File: config.mk
export PLATFORM = sky130hd
export DESIGN_NAME = brake_intent_supervisor_fsm
export DESIGN_NICKNAME = d
export VERILOG_FILES = /design/src/hw/rtl/bis_pkg.sv /design/src/hw/rtl/bis_next.sv /design/src/hw/rtl/brake_intent_supervisor_fsm.sv
export SDC_FILE = /design/constraint.sdc
export NUM_CORES = 1
export LEC_CHECK = 0
export CELL_PAD_IN_SITES_DETAIL_PLACEMENT = 1
export CELL_PAD_IN_SITES_GLOBAL_PLACEMENT = 2
export CORE_UTILIZATION = 42
export DETAILED_ROUTE_END_ITERATION = 7
export DONT_BUFFER_PORTS = 1
export PLACE_DENSITY_LB_ADDON = 0.1
export REMOVE_ABC_BUFFERS = 1
export SYNTH_ARGS = -nofsm -noshare
export SYNTH_HDL_FRONTEND = slang
export SYNTH_SLANG_ARGS = --single-unit
export TNS_END_PERCENT = 20
File: constraint.sdc
create_clock -name clk -period 3.6 [get_ports clk]
set_input_delay 0.72 -clock clk [delete_from_list [all_inputs] [get_ports clk]]
set_output_delay 0.72 -clock clk [all_outputs]
set_load 0.01 [all_outputs]
File: src/hw/rtl/bis_pkg.sv
// Package for the brake intent supervisor: beat types, mode, event and
// item-kind codes, LED bit masks, and the watchdog reset value.
// No dependencies.
`default_nettype none

package bis_pkg;

  localparam logic [2:0] MODE_STARTUP   = 3'd0;
  localparam logic [2:0] MODE_IDLE      = 3'd1;
  localparam logic [2:0] MODE_PENDING   = 3'd2;
  localparam logic [2:0] MODE_CONFIRMED = 3'd3;
  localparam logic [2:0] MODE_RECOVERY  = 3'd4;
  localparam logic [2:0] MODE_SOFT      = 3'd5;
  localparam logic [2:0] MODE_HARD      = 3'd6;

  localparam logic [1:0] KIND_EVENT = 2'd0;
  localparam logic [1:0] KIND_TICK  = 2'd1;
  localparam logic [1:0] KIND_FORCE = 2'd2;

  localparam logic [3:0] EV_VALID_DATA   = 4'd0;
  localparam logic [3:0] EV_ABOVE_THRESH = 4'd1;
  localparam logic [3:0] EV_SUSTAINED    = 4'd2;
  localparam logic [3:0] EV_DROP         = 4'd3;
  localparam logic [3:0] EV_LOW          = 4'd4;
  localparam logic [3:0] EV_REC_COMPLETE = 4'd5;
  localparam logic [3:0] EV_RISE         = 4'd6;
  localparam logic [3:0] EV_MISSING      = 4'd7;
  localparam logic [3:0] EV_INVALID      = 4'd8;
  localparam logic [3:0] EV_SENSOR_FAULT = 4'd9;
  localparam logic [3:0] EV_STABLE       = 4'd10;
  localparam logic [3:0] EV_WD_TIMEOUT   = 4'd11;
  localparam logic [3:0] EV_MANUAL_RESET = 4'd12;

  localparam logic [3:0] LED_GREEN  = 4'b0001;
  localparam logic [3:0] LED_ORANGE = 4'b0010;
  localparam logic [3:0] LED_RED    = 4'b0100;
  localparam logic [3:0] LED_BLUE   = 4'b1000;

  localparam logic [15:0] WATCHDOG_RESET_MS = 16'd10000;
  localparam logic [15:0] ELAPSED_MAX       = 16'hFFFF;

  typedef struct packed {
    logic [1:0] kind;
    logic [3:0] event_code;
  } in_t;

  typedef struct packed {
    logic [2:0] mode;
    logic       entered;
    logic       brake_cmd_valid;
    logic       brake_on;
    logic [3:0] leds;
  } out_t;

  // Supervisor state carried between the top level and the next-state logic.
  typedef struct packed {
    logic [2:0]  mode;
    logic [15:0] elapsed;
    logic [3:0]  leds;
  } sup_state_t;

endpackage

`default_nettype wire

File: src/hw/rtl/bis_next.sv
// Next-state logic of the brake intent supervisor: transition table,
// soft-fault watchdog check and entry actions. Depends on bis_pkg.
`default_nettype none

module bis_next (
  input  bis_pkg::sup_state_t cur,
  input  logic [15:0]         limit,
  input  bis_pkg::in_t        item,
  output bis_pkg::sup_state_t nxt,
  output bis_pkg::out_t       result
);
  import bis_pkg::*;

  logic       hit;
  logic [2:0] target;
  logic       fault;

  // Pick the target state, if any.
  always_comb begin
    hit    = 1'b0;
    target = MODE_STARTUP;
    fault  = (item.event_code == EV_MISSING) || (item.event_code == EV_INVALID);
    unique case (item.kind)
      KIND_EVENT: begin
        if (cur.mode == MODE_SOFT && cur.elapsed >= limit) begin
          hit    = 1'b1;
          target = MODE_STARTUP;
        end else begin
          case (cur.mode)
            MODE_STARTUP: begin
              if (item.event_code == EV_VALID_DATA) begin
                hit = 1'b1; target = MODE_IDLE;
              end else if (item.event_code == EV_MISSING) begin
                hit = 1'b1; target = MODE_SOFT;
              end
            end
            MODE_IDLE: begin
              if (item.event_code == EV_ABOVE_THRESH) begin
                hit = 1'b1; target = MODE_PENDING;
              end else if (fault) begin
                hit = 1'b1; target = MODE_SOFT;
              end else if (item.event_code == EV_SENSOR_FAULT) begin
                hit = 1'b1; target = MODE_HARD;
              end
            end
            MODE_PENDING: begin
              if (item.event_code == EV_SUSTAINED) begin
                hit = 1'b1; target = MODE_CONFIRMED;
              end else if (item.event_code == EV_DROP) begin
                hit = 1'b1; target = MODE_IDLE;
              end else if (fault) begin
                hit = 1'b1; target = MODE_SOFT;
              end else if (item.event_code == EV_SENSOR_FAULT) begin
                hit = 1'b1; target = MODE_HARD;
              end
            end
            MODE_CONFIRMED: begin
              if (item.event_code == EV_LOW) begin
                hit = 1'b1; target = MODE_RECOVERY;
              end else if (item.event_code == EV_SENSOR_FAULT) begin
                hit = 1'b1; target = MODE_HARD;
              end else if (fault) begin
                hit = 1'b1; target = MODE_SOFT;
              end
            end
            MODE_RECOVERY: begin
              if (item.event_code == EV_REC_COMPLETE) begin
                hit = 1'b1; target = MODE_IDLE;
              end else if (item.event_code == EV_RISE) begin
                hit = 1'b1; target = MODE_PENDING;
              end else if (fault) begin
                hit = 1'b1; target = MODE_SOFT;
              end else if (item.event_code == EV_SENSOR_FAULT) begin
                hit = 1'b1; target = MODE_HARD;
              end
            end
            MODE_SOFT: begin
              if (item.event_code == EV_STABLE) begin
                hit = 1'b1; target = MODE_IDLE;
              end else if (item.event_code == EV_WD_TIMEOUT) begin
                hit = 1'b1; target = MODE_STARTUP;
              end else if (item.event_code == EV_SENSOR_FAULT) begin
                hit = 1'b1; target = MODE_HARD;
              end
            end
            MODE_HARD: begin
              if (item.event_code == EV_MANUAL_RESET) begin
                hit = 1'b1; target = MODE_STARTUP;
              end
            end
            default: ;
          endcase
        end
      end
      KIND_FORCE: begin
        hit    = 1'b1;
        target = MODE_HARD;
      end
      default: ;
    endcase
  end

  // Apply the tick counter and the entry action.
  always_comb begin
    nxt    = cur;
    result = '0;
    if (item.kind == KIND_TICK && cur.elapsed != ELAPSED_MAX) begin
      nxt.elapsed = cur.elapsed + 16'd1;
    end
    if (hit) begin
      nxt.mode               = target;
      result.entered         = 1'b1;
      result.brake_cmd_valid = 1'b1;
      unique case (target)
        MODE_STARTUP:   nxt.leds = '0;
        MODE_IDLE:      nxt.leds = LED_GREEN;
        MODE_PENDING: begin
          result.brake_cmd_valid = 1'b0;
          nxt.leds               = cur.leds | LED_GREEN | LED_BLUE;
        end
        MODE_CONFIRMED: begin
          result.brake_on = 1'b1;
          nxt.leds        = cur.leds | LED_RED;
        end
        MODE_RECOVERY:  nxt.leds = (cur.leds & ~LED_RED) | LED_BLUE;
        MODE_SOFT: begin
          nxt.elapsed = '0;
          nxt.leds    = (cur.leds | LED_ORANGE) & ~(LED_GREEN | LED_RED);
        end
        MODE_HARD:      nxt.leds = cur.leds | LED_ORANGE | LED_RED;
        default:        nxt.leds = cur.leds;
      endcase
    end
    result.mode = nxt.mode;
    result.leds = nxt.leds;
  end

endmodule

`default_nettype wire

File: src/hw/rtl/brake_intent_supervisor_fsm.sv
// Brake intent supervisor: the result of an accepted input beat is in the output
// register in the cycle after it; throughput is one beat per cycle while the output
// does not stall, set by the single pass through the next-state logic into the
// state registers. Synchronous active-high reset returns to startup-safe with the
// counter and LEDs cleared, the watchdog limit at 10000 ms, and no result pending.
// Depends on bis_pkg and bis_next.
`default_nettype none

module brake_intent_supervisor_fsm (
  input  logic          clk,
  input  logic          rst,
  // Watchdog limit register write
  input  logic          cfg_we,
  input  logic [15:0]   cfg_wdata,
  // Input beats
  input  logic          in_valid,
  output logic          in_ready,
  input  bis_pkg::in_t  in_data,
  // Result beats
  output logic          out_valid,
  input  logic          out_ready,
  output bis_pkg::out_t out_data
);
  import bis_pkg::*;

  logic [2:0]  mode;
  logic [15:0] elapsed;
  logic [3:0]  leds;
  logic [15:0] limit;

  sup_state_t cur;
  sup_state_t nxt;
  out_t       result;
  logic       accept;

  // Take a new beat whenever the output register is empty or drains this cycle.
  assign in_ready = !out_valid || out_ready;
  assign accept   = in_valid && in_ready;

  assign cur = '{mode: mode, elapsed: elapsed, leds: leds};

  bis_next u_next (
    .cur    (cur),
    .limit  (limit),
    .item   (in_data),
    .nxt    (nxt),
    .result (result)
  );

  // Watchdog limit: written directly, no handshake.
  always_ff @(posedge clk) begin
    if (rst) begin
      limit <= WATCHDOG_RESET_MS;
    end else if (cfg_we) begin
      limit <= cfg_wdata;
    end
  end

  // Advance supervisor state on each accepted beat.
  always_ff @(posedge clk) begin
    if (rst) begin
      mode    <= MODE_STARTUP;
      elapsed <= '0;
      leds    <= '0;
    end else if (accept) begin
      mode    <= nxt.mode;
      elapsed <= nxt.elapsed;
      leds    <= nxt.leds;
    end
  end

  // Output register: load on accept, hold while stalled, drop when taken.
  always_ff @(posedge clk) begin
    if (rst) begin
      out_valid <= 1'b0;
    end else if (accept) begin
      out_valid <= 1'b1;
    end else if (out_ready) begin
      out_valid <= 1'b0;
    end
  end

  always_ff @(posedge clk) begin
    if (accept) begin
      out_data <= result;
    end
  end

  // The reported mode tracks the state register after each accepted beat.
  a_mode_tracks: assert property (@(posedge clk) disable iff (rst)
    accept |=> (out_data.mode == mode))
    else $error("reported mode differs from state register");

  // Brake is never asserted without a command.
  a_brake_cmd: assert property (@(posedge clk) disable iff (rst)
    out_valid |-> (!out_data.brake_on || out_data.brake_cmd_valid))
    else $error("brake_on without brake_cmd_valid");

  // Entering soft fault clears the millisecond counter.
  a_soft_clear: assert property (@(posedge clk) disable iff (rst)
    accept ##1 (out_data.entered && out_data.mode == MODE_SOFT) |-> (elapsed == 16'd0))
    else $error("soft fault entry did not clear counter");

  // Mode stays within the seven defined states.
  a_mode_range: assert property (@(posedge clk) disable iff (rst)
    mode <= MODE_HARD)
    else $error("mode outside defined states");

endmodule

`default_nettype wire

After elaboration in Yosys (flattened, before gate mapping)
Index checks and enable logic that the tools add are counted.
{"block": "classes", "eq_ne": 27, "n_lt_le_gt_ge": 1, "n_reduce_logical": 11, "muxes": 44, "n_addsub": 1}
{"cell": "3-bit two-way mux", "n": 16}
{"cell": "16-bit two-way mux", "n": 2}
{"cell": "4-bit case mux with 7 select lines", "n": 1}
{"cell": "23-bit two-way mux", "n": 1}
{"cell": "4-bit == test, second input constant", "n": 5}
{"cell": "1-bit two-way mux", "n": 20}
{"cell": "3-bit == test, second input constant", "n": 6}
{"cell": "3-bit case mux with 6 select lines", "n": 1}
{"cell": "16-bit by 1-bit adder with 16-bit output, second input constant", "n": 1}
{"cell": "4-bit by 3-bit == test with 1-bit output, second input constant", "n": 4}
{"cell": "16-bit greater-or-equal comparator", "n": 1}
{"cell": "16-bit inequality test, second input constant", "n": 1}
{"cell": "3-bit by 2-bit == test with 1-bit output, second input constant", "n": 4}
{"cell": "4-bit by 2-bit == test with 1-bit output, second input constant", "n": 2}
{"cell": "1-bit case mux with 7 select lines", "n": 1}
{"cell": "3-bit by 1-bit == test with 1-bit output, second input constant", "n": 2}
{"cell": "3-bit logical NOT", "n": 2}
{"cell": "3-bit case mux with 2 select lines", "n": 1}
{"cell": "4-bit by 1-bit == test with 1-bit output, second input constant", "n": 1}
{"cell": "4-bit logical NOT", "n": 1}
{"cell": "1-bit logical AND", "n": 3}
{"cell": "2-bit by 1-bit == test with 1-bit output, second input constant", "n": 1}
{"cell": "2-bit == test, second input constant", "n": 1}
{"cell": "2-bit logical NOT", "n": 1}
{"cell": "other kinds (4)", "n": 5}
{"block": "totals", "regBits": 50, "out_inout_bits": 12, "input_bits": 27, "wordCells": 94}

Longest topological paths before layout
Gate-level depths: netlist of the first run.
{"block": "depth", "ltp_word": 11, "ltp_mapped": 10, "depth_no_buf": 9}

By module
From an unflattened synthesis of the first run, not the netlist that was laid out.
{"block": "hier_totals", "cells_unflattened": 397, "hier_area_um2": 3567.2}
{"module": "brake_intent_supervisor_fsm", "cells_each": 171, "instances": 1, "seq_area_each_um2": 1101.1, "area_each_um2": 2094.5}
{"module": "bis_next", "cells_each": 226, "instances": 1, "seq_area_each_um2": 0.0, "area_each_um2": 1472.7}

Worst setup path after synthesis of the first run
OpenSTA, ideal clock, no wires.
{"block": "synth_timing", "path_kind": "input port to flip-flop", "start": "input out_ready", "end": "register elapsed[12]", "path_slack_ns": 0.969, "path_buffers": 0, "cell_stages": 8, "t_arrival_ns": 2.516, "setup_time_ns": 0.115, "path_cell_list": "nand2b_1 > nand2_1 > inv_1 > o311ai_0 > or3_1 > nor3_1 > xnor2_1 > nor2_2"}
{"block": "synth_via", "elab_chain_len": 2}
{"element": "from (decl)", "line_no": "brake_intent_supervisor_fsm.sv:21", "source": "input logic out_ready,"}
{"element": "1-bit logical OR", "line_no": "brake_intent_supervisor_fsm.sv:37", "source": "assign in_ready = !out_valid || out_ready;"}
{"element": "1-bit logical AND", "line_no": "brake_intent_supervisor_fsm.sv:38", "source": "assign accept = in_valid && in_ready;"}
{"element": "via accept", "line_no": "brake_intent_supervisor_fsm.sv:34", "source": "logic accept;"}
{"element": "to (signal assigned)", "line_no": "brake_intent_supervisor_fsm.sv:67", "source": "elapsed <= nxt.elapsed;"}
{"element": "to (decl)", "line_no": "brake_intent_supervisor_fsm.sv:27", "source": "logic [15:0] elapsed;"}
The timed path passes the listed nets, and every way through them passes these cells.
A chain may end at the register's enable or synchronous reset.

Final worst setup path of the first run
{"block": "layout_timing", "start": "register elapsed[0]", "end": "register elapsed[0]"}
{"block": "layout_via", "elab_chain_len": 7, "elab_cells_between_ends": 13, "cone_classes": "add/sub: 1; order compare: 1; eq/ne: 2; mux: 7; reduce/logical: 2"}
{"element": "16-bit greater-or-equal comparator", "line_no": "bis_next.sv:25", "source": "if (cur.mode == MODE_SOFT && cur.elapsed >= limit) begin"}
{"element": "1-bit logical AND", "line_no": "bis_next.sv:25"}
{"element": "3-bit two-way mux", "line_no": "bis_next.sv:25"}
{"element": "3-bit case mux with 2 select lines", "line_no": "bis_next.sv:23", "source": "unique case (item.kind)"}
{"element": "3-bit == test", "line_no": "bis_next.sv:114", "source": "unique case (target)"}
{"element": "16-bit two-way mux", "line_no": "bis_next.sv:114"}
{"element": "23-bit two-way mux (*)", "line_no": "bis_next.sv:110", "source": "if (hit) begin"}
Every way passes the cells marked *; elsewhere a longest branch is shown, timed or not.

==> results by stage, run 1 <==
Status:
- The flow ran to the end, and the final reports show no timing, DRC or antenna violations.

Power and ir drop:
- Sequential cells burn 57.2% of the power.
- Power comes to 1.08 mW.
- The internal power is 793 uW.
- Summed over all nets, the switching power comes to 290 uW.
- The power per standard cell area is 342 nW/um2.
- The clock group share of total power is 30.3%.
- Of the total power, the share spent switching nets is 26.8%.
- The peak supply drop is 0.186 mV.
- Summed over all cells, the static leakage comes to 1.22 nW.
- The logic gate share of total power is 12.5%.

Floorplan:
- After floorplanning, the core was sized to cover 6870 um2.
- The initial core utilization is 44.0%.
- The die height is 86.9 um.
- The total die area is 7550 um2.
- The number of rows in the core area is 30.
- During I/O placement, the number of pins put on the boundary was 39.
- The floorplan step set the die width to 86.9 um.

Clock network:
- The number of H-tree levels is 2.
- The clock latency on the worst-skew pair is 0.30 ns.
- The maximum clock insertion buffer count is 2.
- Clock-pin slew was measured on the worst setup and hold paths at 0.09 ns.
- In this run, post-CTS hold repair placed 0 buffers.
- TritonCTS built the clock tree.
- The tree built by TritonCTS fans out to 50 sinks.
- The number of setup buffers added after CTS is 0.
- The number of gates resized after CTS was 0.
- The TritonCTS buffer count is 5.
- Clock tree synthesis selected as its root buffer the cell sky130_fd_sc_hd__clkbuf_8.

Timing:
- The measured slew at the worst slew-check pin is 1.05 ns.
- The share of the cycle needed by the critical path after routing is 81.7%.
- Setup violations remaining at the end of the flow were counted as 0.
- Setup repair after global routing left no endpoint under its margin.
- The worst slew margin relative to its limit is 29.2%.
- Across all setup checks in the final design, the least slack found is 0.657 ns.
- The final count of hold timing violations is 0.
- The number of max-slew violations in the final report is 0.
- The smallest clock period supported by the final layout is computed as 2.94 ns.
- The clock arrives with 0.0103 ns of skew.
- The maximum operating frequency is 340 MHz.
- The total negative slack for setup checks is 0 ns.

Yosys:
- Sorting the synthesized cells by area gives the leading types as sky130_fd_sc_hd__dfxtp_1 26%, sky130_fd_sc_hd__edfxtp_1 9.9%, sky130_fd_sc_hd__ha_1 7.0%.
- The portion of synthesized area spent on multiplexers is 3.97%.
- The largest total area in the synthesized netlist belongs to sky130_fd_sc_hd__dfxtp_1.
- The most used flip-flop cell after synthesis is sky130_fd_sc_hd__dfxtp_1.
- The mean instance size in the synthesized netlist is 8.95 um2.
- The Yosys step of the flow raised 0 warnings.
- The simple-gate share of the synthesized area is 22.2%.
- In the synthesized netlist, the cells that appear most often are 40 x sky130_fd_sc_hd__dfxtp_1, 35 x sky130_fd_sc_hd__nor2_1, 30 x sky130_fd_sc_hd__nand2_1.
- The post-synthesis xor/xnor area fraction is 4.34%.
- The synthesis-stage register bit count is 50.
- The post-synthesis cell count is 338.
- The count of flip-flops with a built-in enable after synthesis is 10.
- By area, the combinational part of the netlist is dominated by simple AND/OR/NAND/NOR gates.
- Summing the areas of all compound-gate instances in the mapped netlist gives 20.3% of the synthesized area.
- The share of flip-flops with an asynchronous set or reset after synthesis is 0%.
- By instance count, the leading cell after synthesis is sky130_fd_sc_hd__dfxtp_1.
- The sequential area share after synthesis is 36.4%.
- The synthesized design devotes to its leading area cell type 26.5% of total area.
- The post-synthesis instance area is 3030 um2.
- The post-synthesis cell type count is 71.
- The fraction of the mapped netlist area in adder cells is 7.03%.

Route:
- The average wire length per cell after detail routing is 16.9 um.
- The via count normalized by instance count is 5.63.
- The first TritonRoute pass finished after 4 iterations.
- In the routed design, unresolved DRC markers number 0.
- The routed wire length is 7260 um.
- The initial DRC count is 44.
- The total via count in the routed design is 2,421.
- The remaining number of nets flagged by the antenna check after routing is 0.

Global routing:
- The number of antenna violations at the first check in global routing is 0.
- The global-route met1 utilization is 26.4%.
- The first-pass GRT wire length is 12,000 um.
- Global routing consumed, on the met3 layer, 3.32% of the routing resources.
- The via count of the first global-routing pass is 2,424.
- The overall fraction of global-route tracks in use is 20.5%.
- The residual overflow from global routing is 0.
- For met2 alone, demand over resource in global routing was 35.0%.
- Entering global routing, the biggest net connects 22 pins.
- In this run the most used layer during global routing was met2.

Finish:
- The number of antenna diodes in the final layout is 0.
- The filler cell count in the final layout is 837.
- The total number of nets in the final design is 377.
- After the flow finishes, the layout carries non-filler instances totaling 430.
- Summing all non-filler instances in the final layout gives an area of 3170 um2.
- Of the cells placed in the final design, the portion with a size suffix greater than 1 is 9.58%.
- The synthesis-to-layout area growth is 4.76%.

Placed design:
- The number of cells after detailed placement is 422.
- The final RePlAce weighted congestion is 0.793.
- The instance area at placement is 3080 um2.
- The total of buffers placed on input and output ports is 0.
- Detailed placement finished with a half-perimeter wire length of 5420 um.
- Before CTS, the worst setup slack after placement is 0.670 ns.

Setup path:
- The number of cells traversed by the worst register-to-register path is 9.
- The critical path launch point type is a flop.
- The register-to-register path setup slack is 0.66 ns.
- The endpoint class of the critical path is a flop.
- The critical path is of the reg -> reg type.
- The most critical setup path has its startpoint at elapsed[0].
- STA puts the critical path data arrival time at 3.10 ns.
- STA puts the critical path data required time at 3.76 ns.
- Of all nets on the critical path, the largest fanout is 16.
- The critical register-to-register path startpoint is elapsed[0].
- The end of the worst register-to-register path is elapsed[0].

Run:
- Across the run, the number of max-cap violations was 0.

Hold path:
- For hold timing, the worst endpoint is leds[0].
- The worst hold path passes through 2 cells.
- In this run the most critical hold path is launched from leds[0].
- The path class of the tightest hold or removal check is reg -> reg.
worst max path at each step:
stage               slack (ns)  cells after the start          end
floorplan                 0.95                      8  elapsed[12]
global placement          0.80                      9   elapsed[3]
detailed placement        0.67                      9  elapsed[15]
CTS                       0.65                      9   elapsed[0]
global route              0.38                      9   elapsed[2]
finish                    0.66                      9   elapsed[0]
critical path, stage by stage, from the launching register on:
cell and delay, ns:
sky130_fd_sc_hd__dfxtp_1 0.38, sky130_fd_sc_hd__inv_1 0.08, sky130_fd_sc_hd__ha_1 0.28, sky130_fd_sc_hd__nand2b_1 0.14
sky130_fd_sc_hd__a2111oi_1 0.61, sky130_fd_sc_hd__o311ai_2 0.22, sky130_fd_sc_hd__o21ai_4 0.32, sky130_fd_sc_hd__a21oi_2 0.15
sky130_fd_sc_hd__o21ai_4 0.53, sky130_fd_sc_hd__a21oi_1 0.10
power groups by stage:
stage          clock, mW  sequential, mW  combinational (mW)
3_5_place_dp           0           0.633               0.135
6_report           0.328           0.620               0.135
3_3_place_gp           0           0.633               0.133
5_1_grt            0.360           0.624               0.151
4_1_cts            0.341           0.620               0.137
2_1_floorplan          0           0.629               0.105
layer usage:
layer  wire length (um)  part of all wire (%)
met1               3520                    48
met2               3460                    48
met3                164                   2.3
met4                121                   1.7
met5                  0                     0
flip-flops by register name (all words and copies together), names as in the netlist:
signal / flops
out_data: 10
leds: 4
out_valid: 1
elapsed: 16
mode: 3
limit: 16
kinds of logic after synthesis:
family	count (synthesis)
buffers and inverters	40
adder cells (fa/ha/maj)	17
XOR/XNOR	15
multiplexers	12
AO/OA/AOI/OAI	76
flip-flops	50
AND/OR/NAND/NOR	128
cell usage in the layout, fill, tap and decap left out, types with 3 or more instances in the layout:
cell                       Yosys  layout
sky130_fd_sc_hd__dfxtp_1      40      40
sky130_fd_sc_hd__nand3_1       8       8
sky130_fd_sc_hd__a21o_1        5       5
sky130_fd_sc_hd__edfxtp_1     10      10
sky130_fd_sc_hd__clkbuf_8      0       5
sky130_fd_sc_hd__nand2b_1      6       6
sky130_fd_sc_hd__nor3b_1       3       3
sky130_fd_sc_hd__mux2i_1      12      12
sky130_fd_sc_hd__o211ai_1      6       6
sky130_fd_sc_hd__inv_1        26      26
sky130_fd_sc_hd__a32oi_1       4       4
sky130_fd_sc_hd__nor2_2       10      10
sky130_fd_sc_hd__o21a_1        5       5
sky130_fd_sc_hd__a211o_1       4       4
sky130_fd_sc_hd__ha_1         17      17
sky130_fd_sc_hd__nor2b_1       4       4
sky130_fd_sc_hd__or3_1         4       4
sky130_fd_sc_hd__xor2_1        6       6
sky130_fd_sc_hd__nand2_1      30      30
sky130_fd_sc_hd__xnor2_1       9       9
sky130_fd_sc_hd__nand4_1       3       3
sky130_fd_sc_hd__nor2_1       35      35
sky130_fd_sc_hd__o21ai_0       7       7
sky130_fd_sc_hd__a21oi_1      13      13
sky130_fd_sc_hd__nor3_1        5       5
layout make-up:
cell class	count	area, um2	area share [%]
Clock inverter	2	13.8	0.434
Multi-Input combinational cell	248	1750	55.2
Inverter	26	97.6	3.08
Clock buffer	6	72.6	2.29
Sequential cell	50	1100	34.7
Timing Repair Buffer	2	15.0	0.474
Tap cell	96	120	3.79
stage by stage:
stage               hold slack, ns  utilization [%]
finish                       0.469             46.1
CTS                          0.461             46.1
detailed placement           0.459             44.9
global placement             0.452             44.9
floorplan                    0.441                -
global route                 0.455             46.1
(Power assumes the default switching activity.)
==> run 2, diff against run 1 <==
- CORE_UTILIZATION: 42 -> 39
- clock period: 3.6 -> 2.93 ns (I/O delays scaled with it)
==> run 2 against run 1 <==
  * Sequential power rose by 23%
  * Clock-buffer cell count fell by 1
  * Core utilization decreased by 2.6 points
  * Via count down 2.2%
  * Critical endpoint is now out_data[1]
==> results by stage, run 2 (same netlist as run 1, synthesis figures left out) <==
Timing:
- The final count of hold timing violations is 0 (unchanged).
- RSZ-0062 raised after global routing: no (unchanged).
- The post-route minimum period is 2.60 ns (was 2.94 ns).
- The worst slew margin relative to its limit is 45.8% (was 29.2%).
- The measured slew at the worst slew-check pin is 0.803 ns (was 1.05 ns).
- The number of max-slew violations in the final report is 0 (unchanged).
- The clock tree skew after final layout came to 0.0146 ns (was 0.0103 ns).
- The setup-violating endpoint count in the final report is 0 (unchanged).
- The maximum operating frequency is 385 MHz (was 340 MHz).
- The minimum hold slack is 0.329 ns (was 0.469 ns).
- The share of the cycle needed by the critical path after routing came to 88.7% (was 81.7%).
- The total negative slack for setup checks is 0 ns (unchanged).

Finish:
- The most frequent standard cell in the layout excluding fill and tap cells is sky130_fd_sc_hd__dfxtp_1 (unchanged).
- The synthesis-to-layout area growth was 6.00% (was 4.76%).
- The final standard cell utilization of the core was 43.5% (was 46.1%).
- The total number of nets in the final design is 379 (was 377).
- The antenna cell count is 0 (unchanged).
- Commonest cells after routing, fill and taps aside: 40 x sky130_fd_sc_hd__dfxtp_1, 35 x sky130_fd_sc_hd__nor2_1, 30 x sky130_fd_sc_hd__nand2_1 (unchanged).
- The fraction of final layout cells sized beyond drive strength 1 was 10.7% (was 9.58%).
- Largest registers: elapsed (16), limit (16), out_data (10) (unchanged).

Floorplan:
- The die height is 90.1 um (was 86.9 um).
- The area of the core is 7370 um2 (was 6870 um2).
- The number of rows in the core area is 31 (was 30).
- The total die area was 8110 um2 (was 7550 um2).
- The initial core utilization was 41.1% (was 44.0%).
- The horizontal die dimension was 90.1 um (was 86.9 um).
- The count of pins on the block boundary is 39 (unchanged).

Setup path:
- The number of buffer and inverter instances along the worst setup path is 1 (unchanged).
- The number of cells traversed by the worst register-to-register path is 9 (unchanged).
- The register-to-register path setup slack came to 0.33 ns (was 0.66 ns).
- The critical setup path kind is reg -> reg (unchanged).
- Critical-path cell list: inv_1 > ha_1 > nand4_2 > or3_1 > o311ai_2 > o21ai_4 > a21oi_1 > a21oi_1 > a21o_1 (was inv_1 > ha_1 > nand2b_1 > a2111oi_1 > o311ai_2 > o21ai_4 > a21oi_2 > o21ai_4 > a21oi_1).
- The library cell contributing the largest single delay on the critical path is sky130_fd_sc_hd__or3_1 (was sky130_fd_sc_hd__a2111oi_1).
- The maximum net fanout on the critical path is 10 (was 16).
- The data arrival time of the critical path is 2.68 ns (was 3.10 ns).
- The critical path launch point type was a flop (unchanged).
- The critical path's top delay family is compound AO/OA/AOI/OAI gates (unchanged).
- The cell seen most often among critical-path stages is sky130_fd_sc_hd__a21oi_1 (was sky130_fd_sc_hd__o21ai_4).
- The required time of the worst setup path came to 3.01 ns (was 3.76 ns).
- The delay of the slowest cell on the worst path was 0.43 ns (was 0.61 ns).
- The critical register-to-register path startpoint is limit[15] (was elapsed[0]).
- The end of the worst register-to-register path is out_data[1] (was elapsed[0]).
- The endpoint class of the critical path is a flop (unchanged).

Global routing:
- The layer with the highest usage after global routing is met2 (unchanged).
- The via count of the first global-routing pass is 2,484 (was 2,424).
- The met3 track demand over resource in global routing is 3.21% (was 3.32%).
- The overall fraction of global-route tracks in use is 19.2% (was 20.5%).
- The number of antenna violations at the first check in global routing is 0 (unchanged).
- The largest net degree at the start of global routing is 22 (unchanged).
- The met2 capacity usage during global routing is 32.6% (was 35.0%).
- The residual overflow from global routing is 0 (unchanged).
- The first-pass GRT wire length is 12,600 um (was 12,000 um).
- The global-route met1 utilization is 25.5% (was 26.4%).

Placed design:
- The final RePlAce weighted congestion came to 0.775 (was 0.793).
- The total of buffers placed on input and output ports is 0 (unchanged).
- The half-perimeter wire length after detailed placement was 5280 um (was 5420 um).

Power and ir drop:
- The switching power is 370 uW (was 290 uW).
- The proportion of power drawn by flip-flops and latches is 56.6% (was 57.2%).
- The net switching fraction of the power was 27.5% (was 26.8%).
- The logic gate share of total power was 12.6% (was 12.5%).
- The peak supply drop came to 0.177 mV (was 0.186 mV).
- The clock group share of total power is 30.8% (was 30.3%).
- The internal power is 978 uW (was 793 uW).
- The power per standard cell area is 421 nW/um2 (was 342 nW/um2).
- The leakage power is 1.24 nW (was 1.22 nW).

Route:
- The routed wire length came to 7200 um (was 7260 um).
- The initial DRC count is 59 (was 44).
- The detailed-routing iteration count for the pre-antenna-repair pass is 4 (unchanged).
- The average wire length per cell after detail routing is 16.5 um (was 16.9 um).
- The residual DRC count is 0 (unchanged).
- The total via count in the routed design was 2,368 (was 2,421).
- The via count normalized by instance count is 5.44 (was 5.63).
- The remaining number of nets flagged by the antenna check after routing is 0 (unchanged).

Clock network:
- The clock edge transition at the registers on the reported setup and hold paths is 0.10 ns (was 0.09 ns).
- The number of buffers inserted to repair setup after CTS is 0 (unchanged).
- The root buffer cell was sky130_fd_sc_hd__clkbuf_8 (unchanged).
- The clock sink count was 50 (unchanged).
- The number of H-tree levels is 2 (unchanged).
- The post-cts hold buffer count is 0 (unchanged).
- The post-cts gate resize count is 0 (unchanged).
- The clock latency on the worst-skew pair was 0.31 ns (was 0.30 ns).
- The maximum clock insertion buffer count is 2 (unchanged).
- The TritonCTS buffer count came to 5 (unchanged).
- The clock tree from TritonCTS is yes (unchanged).

Run:
- The total of max-cap violations is 0 (unchanged).

Hold path:
- The destination of the worst hold path is leds[0] (unchanged).
- The classification of the worst-slack hold path is in -> reg (was reg -> reg).
- The cell count of the worst hold path is 1 (was 2).
- The hold path startpoint is rst (was leds[0]).

Status:
- Result of the run: finished, final reports clean (unchanged).
==> run 2: cell count changes in the layout (fill, tap and decap cells not counted), sizes merged <==
| cell | change |
|---|---|
| clkbuf | -1 |
| buf | +2 |
| inv | +1 |
==> run 2: cell type report <==
cell class | instances | area [um2]
repair buffers | 4 | 42.5
inverters | 26 | 97.6
flip-flops and latches | 50 | 1100
clock inverters | 3 | 18.8
well taps | 99 | 124
multi-input cells | 248 | 1750
fillers | 890 | 4160
clock buffers | 5 | 68.8
==> run 2: how the worst max path moves through the flow <==
stage | slack, ns | depth (start not counted) | endpoint | from
2_1_floorplan | 0.40 | 9 | elapsed[15] | elapsed[0]
3_3_place_gp | 0.31 | 9 | out_data[0] | elapsed[0]
3_5_place_dp | 0.25 | 10 | elapsed[3] | elapsed[0]
4_1_cts | 0.23 | 10 | elapsed[3] | elapsed[0]
5_1_grt | 0.15 | 9 | out_data[0] | limit[15]
6_report | 0.33 | 9 | out_data[1] | limit[15]
==> run 2: power by group through the flow <==
stage                     Combinational (mW)  Clock [mW]  Sequential (mW)
final                                  0.170       0.416            0.763
after global routing                   0.191       0.463            0.768
after CTS                              0.171       0.437            0.763
after global placement                 0.167           0            0.778
after detailed placement               0.170           0            0.779
after floorplan                        0.129           0            0.773
==> run 2: through the flow <==
stage	total power [mW]	area, um2	instances	setup slack (ns)
after global routing	1.42	3210	435	0.147
final	1.35	3210	435	0.330
after CTS	1.37	3200	435	0.232
after detailed placement	0.949	3110	427	0.246
after floorplan	0.902	2950	324	0.395
after global placement	0.945	3110	427	0.310
==> run 2: metal layers <==
metal	part of all wire, %	up-vias
met5	0	-
met4	0.71	0
met3	2.1	4
met2	47	24
met1	50	1136
li1	-	1204
==> run 3, diff against run 2 <==
- CELL_PAD_IN_SITES_DETAIL_PLACEMENT: 1 -> 0
- CELL_PAD_IN_SITES_GLOBAL_PLACEMENT: 2 -> 1
- CORE_UTILIZATION: 39 -> 48
==> run 3 against run 2 <==
  * Sequential power is essentially flat
  * Via count down 0.55%
  * Sequential share of layout area up 0.11 points
  * Clock-buffer cell count unchanged
  * Clock skew fell by 0.0034 ns
  * Core utilization grew 9.8 points
  * Wire length fell by 9.9%
  * Non-clock buffer count is the same
  * Combinational power fell by 2%
  * Critical path depth unchanged
  * Clock power rose by 21%
  * Largest cell class unchanged
==> results by stage, run 3 (same netlist as run 1, synthesis figures left out) <==
Status:
- Result of the run: finished, final reports clean (unchanged).

Route:
- The routed wire length came to 6490 um (was 7200 um).
- The average wire length per cell after detail routing is 15.8 um (was 16.5 um).
- The total via count in the routed design is 2,355 (was 2,368).
- The detailed-routing iteration count for the pre-antenna-repair pass is 4 (unchanged).
- The residual DRC count is 0 (unchanged).
- The initial DRC count is 69 (was 59).
- The remaining number of nets flagged by the antenna check after routing was 0 (unchanged).
- The via count normalized by instance count is 5.73 (was 5.44).

Setup path:
- The critical path launch point type is a flop (unchanged).
- The critical path's top delay family is compound AO/OA/AOI/OAI gates (unchanged).
- The number of cells traversed by the worst register-to-register path is 9 (unchanged).
- The data arrival time of the critical path is 2.94 ns (was 2.68 ns).
- Critical-path cell list: inv_1 > ha_1 > nand2b_1 > a2111oi_1 > o31ai_1 > o21a_1 > a22oi_2 > nor2_1 > a221oi_2 (was inv_1 > ha_1 > nand4_2 > or3_1 > o311ai_2 > o21ai_4 > a21oi_1 > a21oi_1 > a21o_1).
- The library cell contributing the largest single delay on the critical path is sky130_fd_sc_hd__a2111oi_1 (was sky130_fd_sc_hd__or3_1).
- The end of the worst register-to-register path was leds[0] (was out_data[1]).
- The maximum net fanout on the critical path is 6 (was 10).
- The number of buffer and inverter instances along the worst setup path was 1 (unchanged).
- The required time of the worst setup path is 3.16 ns (was 3.01 ns).
- The endpoint class of the critical path is a flop (unchanged).
- The register-to-register path setup slack was 0.22 ns (was 0.33 ns).
- The delay of the slowest cell on the worst path came to 0.55 ns (was 0.43 ns).
- The critical setup path kind was reg -> reg (unchanged).
- The critical register-to-register path startpoint is elapsed[0] (was limit[15]).

Timing:
- The post-route minimum period is 2.71 ns (was 2.60 ns).
- RSZ-0062 raised after global routing: no (unchanged).
- The total negative slack for setup checks is 0 ns (unchanged).
- The worst slew margin relative to its limit was 55.4% (was 45.8%).
- The setup-violating endpoint count in the final report is 0 (unchanged).
- The maximum operating frequency is 369 MHz (was 385 MHz).
- The final count of hold timing violations is 0 (unchanged).
- The measured slew at the worst slew-check pin is 0.661 ns (was 0.803 ns).
- The share of the cycle needed by the critical path after routing came to 92.5% (was 88.7%).
- The number of max-slew violations in the final report is 0 (unchanged).
- The clock tree skew after final layout is 0.0112 ns (was 0.0146 ns).

Finish:
- The synthesis-to-layout area growth is 5.67% (was 6.00%).
- The total number of nets in the final design was 379 (unchanged).
- The number of cells in the finished layout apart from fillers came to 411 (was 435).
- The antenna cell count is 0 (unchanged).
- The filler cell count in the final layout is 566 (was 890).
- The most frequent standard cell in the layout excluding fill and tap cells is sky130_fd_sc_hd__dfxtp_1 (unchanged).
- The finished layout cell area is 3200 um2 (was 3210 um2).
- Commonest cells after routing, fill and taps aside: 40 x sky130_fd_sc_hd__dfxtp_1, 35 x sky130_fd_sc_hd__nor2_1, 30 x sky130_fd_sc_hd__nand2_1 (unchanged).
- The fraction of final layout cells sized beyond drive strength 1 is 10.4% (was 10.7%).
- Largest registers: elapsed (16), limit (16), out_data (10) (unchanged).

Hold path:
- The cell count of the worst hold path was 1 (unchanged).
- The hold path startpoint is rst (unchanged).
- The destination of the worst hold path is out_valid (was leds[0]).
- The classification of the worst-slack hold path is in -> reg (unchanged).

Clock network:
- The maximum clock insertion buffer count is 2 (unchanged).
- The clock sink count is 50 (unchanged).
- The number of buffers inserted to repair setup after CTS was 0 (unchanged).
- The number of H-tree levels was 2 (unchanged).
- The TritonCTS buffer count is 5 (unchanged).
- The post-cts hold buffer count is 0 (unchanged).
- The root buffer cell is sky130_fd_sc_hd__clkbuf_8 (unchanged).
- The clock tree from TritonCTS is yes (unchanged).
- The clock edge transition at the registers on the reported setup and hold paths is 0.10 ns (about the same).
- The clock latency on the worst-skew pair is 0.31 ns (about the same).
- The post-cts gate resize count is 0 (unchanged).

Global routing:
- The residual overflow from global routing was 0 (unchanged).
- The via count of the first global-routing pass came to 2,172 (was 2,484).
- The overall fraction of global-route tracks in use is 21.0% (was 19.2%).
- The first-pass GRT wire length came to 10,600 um (was 12,600 um).
- The number of antenna violations at the first check in global routing was 0 (unchanged).
- The largest net degree at the start of global routing was 22 (unchanged).

Placed design:
- The half-perimeter wire length after detailed placement was 4770 um (was 5280 um).
- The final RePlAce weighted congestion is 0.825 (was 0.775).
- The instance area at placement is 3080 um2 (was 3110 um2).
- The total of buffers placed on input and output ports is 0 (unchanged).
- The number of cells after detailed placement is 403 (was 427).

Floorplan:
- The die height is 81.4 um (was 90.1 um).
- The initial core utilization was 50.5% (was 41.1%).
- The count of pins on the block boundary is 39 (unchanged).
- The area of the core is 5990 um2 (was 7370 um2).
- The total die area is 6620 um2 (was 8110 um2).
- The horizontal die dimension is 81.4 um (was 90.1 um).
- The number of rows in the core area is 28 (was 31).

Power and ir drop:
- The leakage power is 1.25 nW (was 1.24 nW).
- The peak supply drop is 0.323 mV (was 0.177 mV).
- The power per standard cell area is 448 nW/um2 (was 421 nW/um2).

Run:
- The total of max-cap violations is 0 (unchanged).
==> run 3: cell types whose count changed in the layout (fill, tap and decap cells not counted) <==
cell                        change
sky130_fd_sc_hd__clkinv_2       -1
sky130_fd_sc_hd__a2111oi_2      -1
sky130_fd_sc_hd__bufinv_16      +1
sky130_fd_sc_hd__a2111oi_1      +1
==> run 3: final cells by class <==
type                            count  area (um2)  share of cell area (%)
Timing Repair Buffer                4        42.5                    1.33
Inverter                           26        97.6                    3.05
Clock buffer                        5        68.8                    2.15
Clock inverter                      3        43.8                    1.37
Sequential cell                    50        1100                    34.4
Tap cell                           75        93.8                    2.94
Multi-Input combinational cell    248        1750                    54.7
==> run 3: power by group <==
group | internal [mW] | switching (mW) | total, mW
registers | 0.736 | 0.0266 | 0.763
logic | 0.0720 | 0.0937 | 0.166
clock network | 0.256 | 0.247 | 0.503
total | 1.06 | 0.367 | 1.43
==> run 3: worst max-delay path by stage <==
stage / startpoint / slack [ns] / depth (start not counted) / to
floorplan: elapsed[0] / 0.40 / 9 / elapsed[15]
global placement: elapsed[0] / 0.26 / 9 / leds[0]
detailed placement: elapsed[0] / 0.25 / 9 / leds[0]
CTS: elapsed[0] / 0.20 / 9 / leds[0]
global route: elapsed[0] / 0.07 / 9 / leds[0]
finish: elapsed[0] / 0.22 / 9 / leds[0]
==> run 3: layer usage <==
layer | track usage, % | part of all wire [%] | vias up
met2 | 34.8 | 47 | 44
met1 | 27.2 | 48 | 1092
met3 | 4.94 | 3.8 | 7
met5 | 0 | 0 | -
li1 | - | - | 1212
met4 | 5.54 | 1.0 | 0
==> run 3: stage by stage <==
stage	total power, mW	worst slack (ns)	hold slack, ns	utilization [%]
after global routing	1.51	0.0744	0.301	53.4
after floorplan	0.902	0.395	0.441	-
final	1.43	0.219	0.338	53.4
after global placement	0.943	0.264	0.451	51.5
after detailed placement	0.944	0.250	0.454	51.5
after CTS	1.45	0.199	0.325	53.4
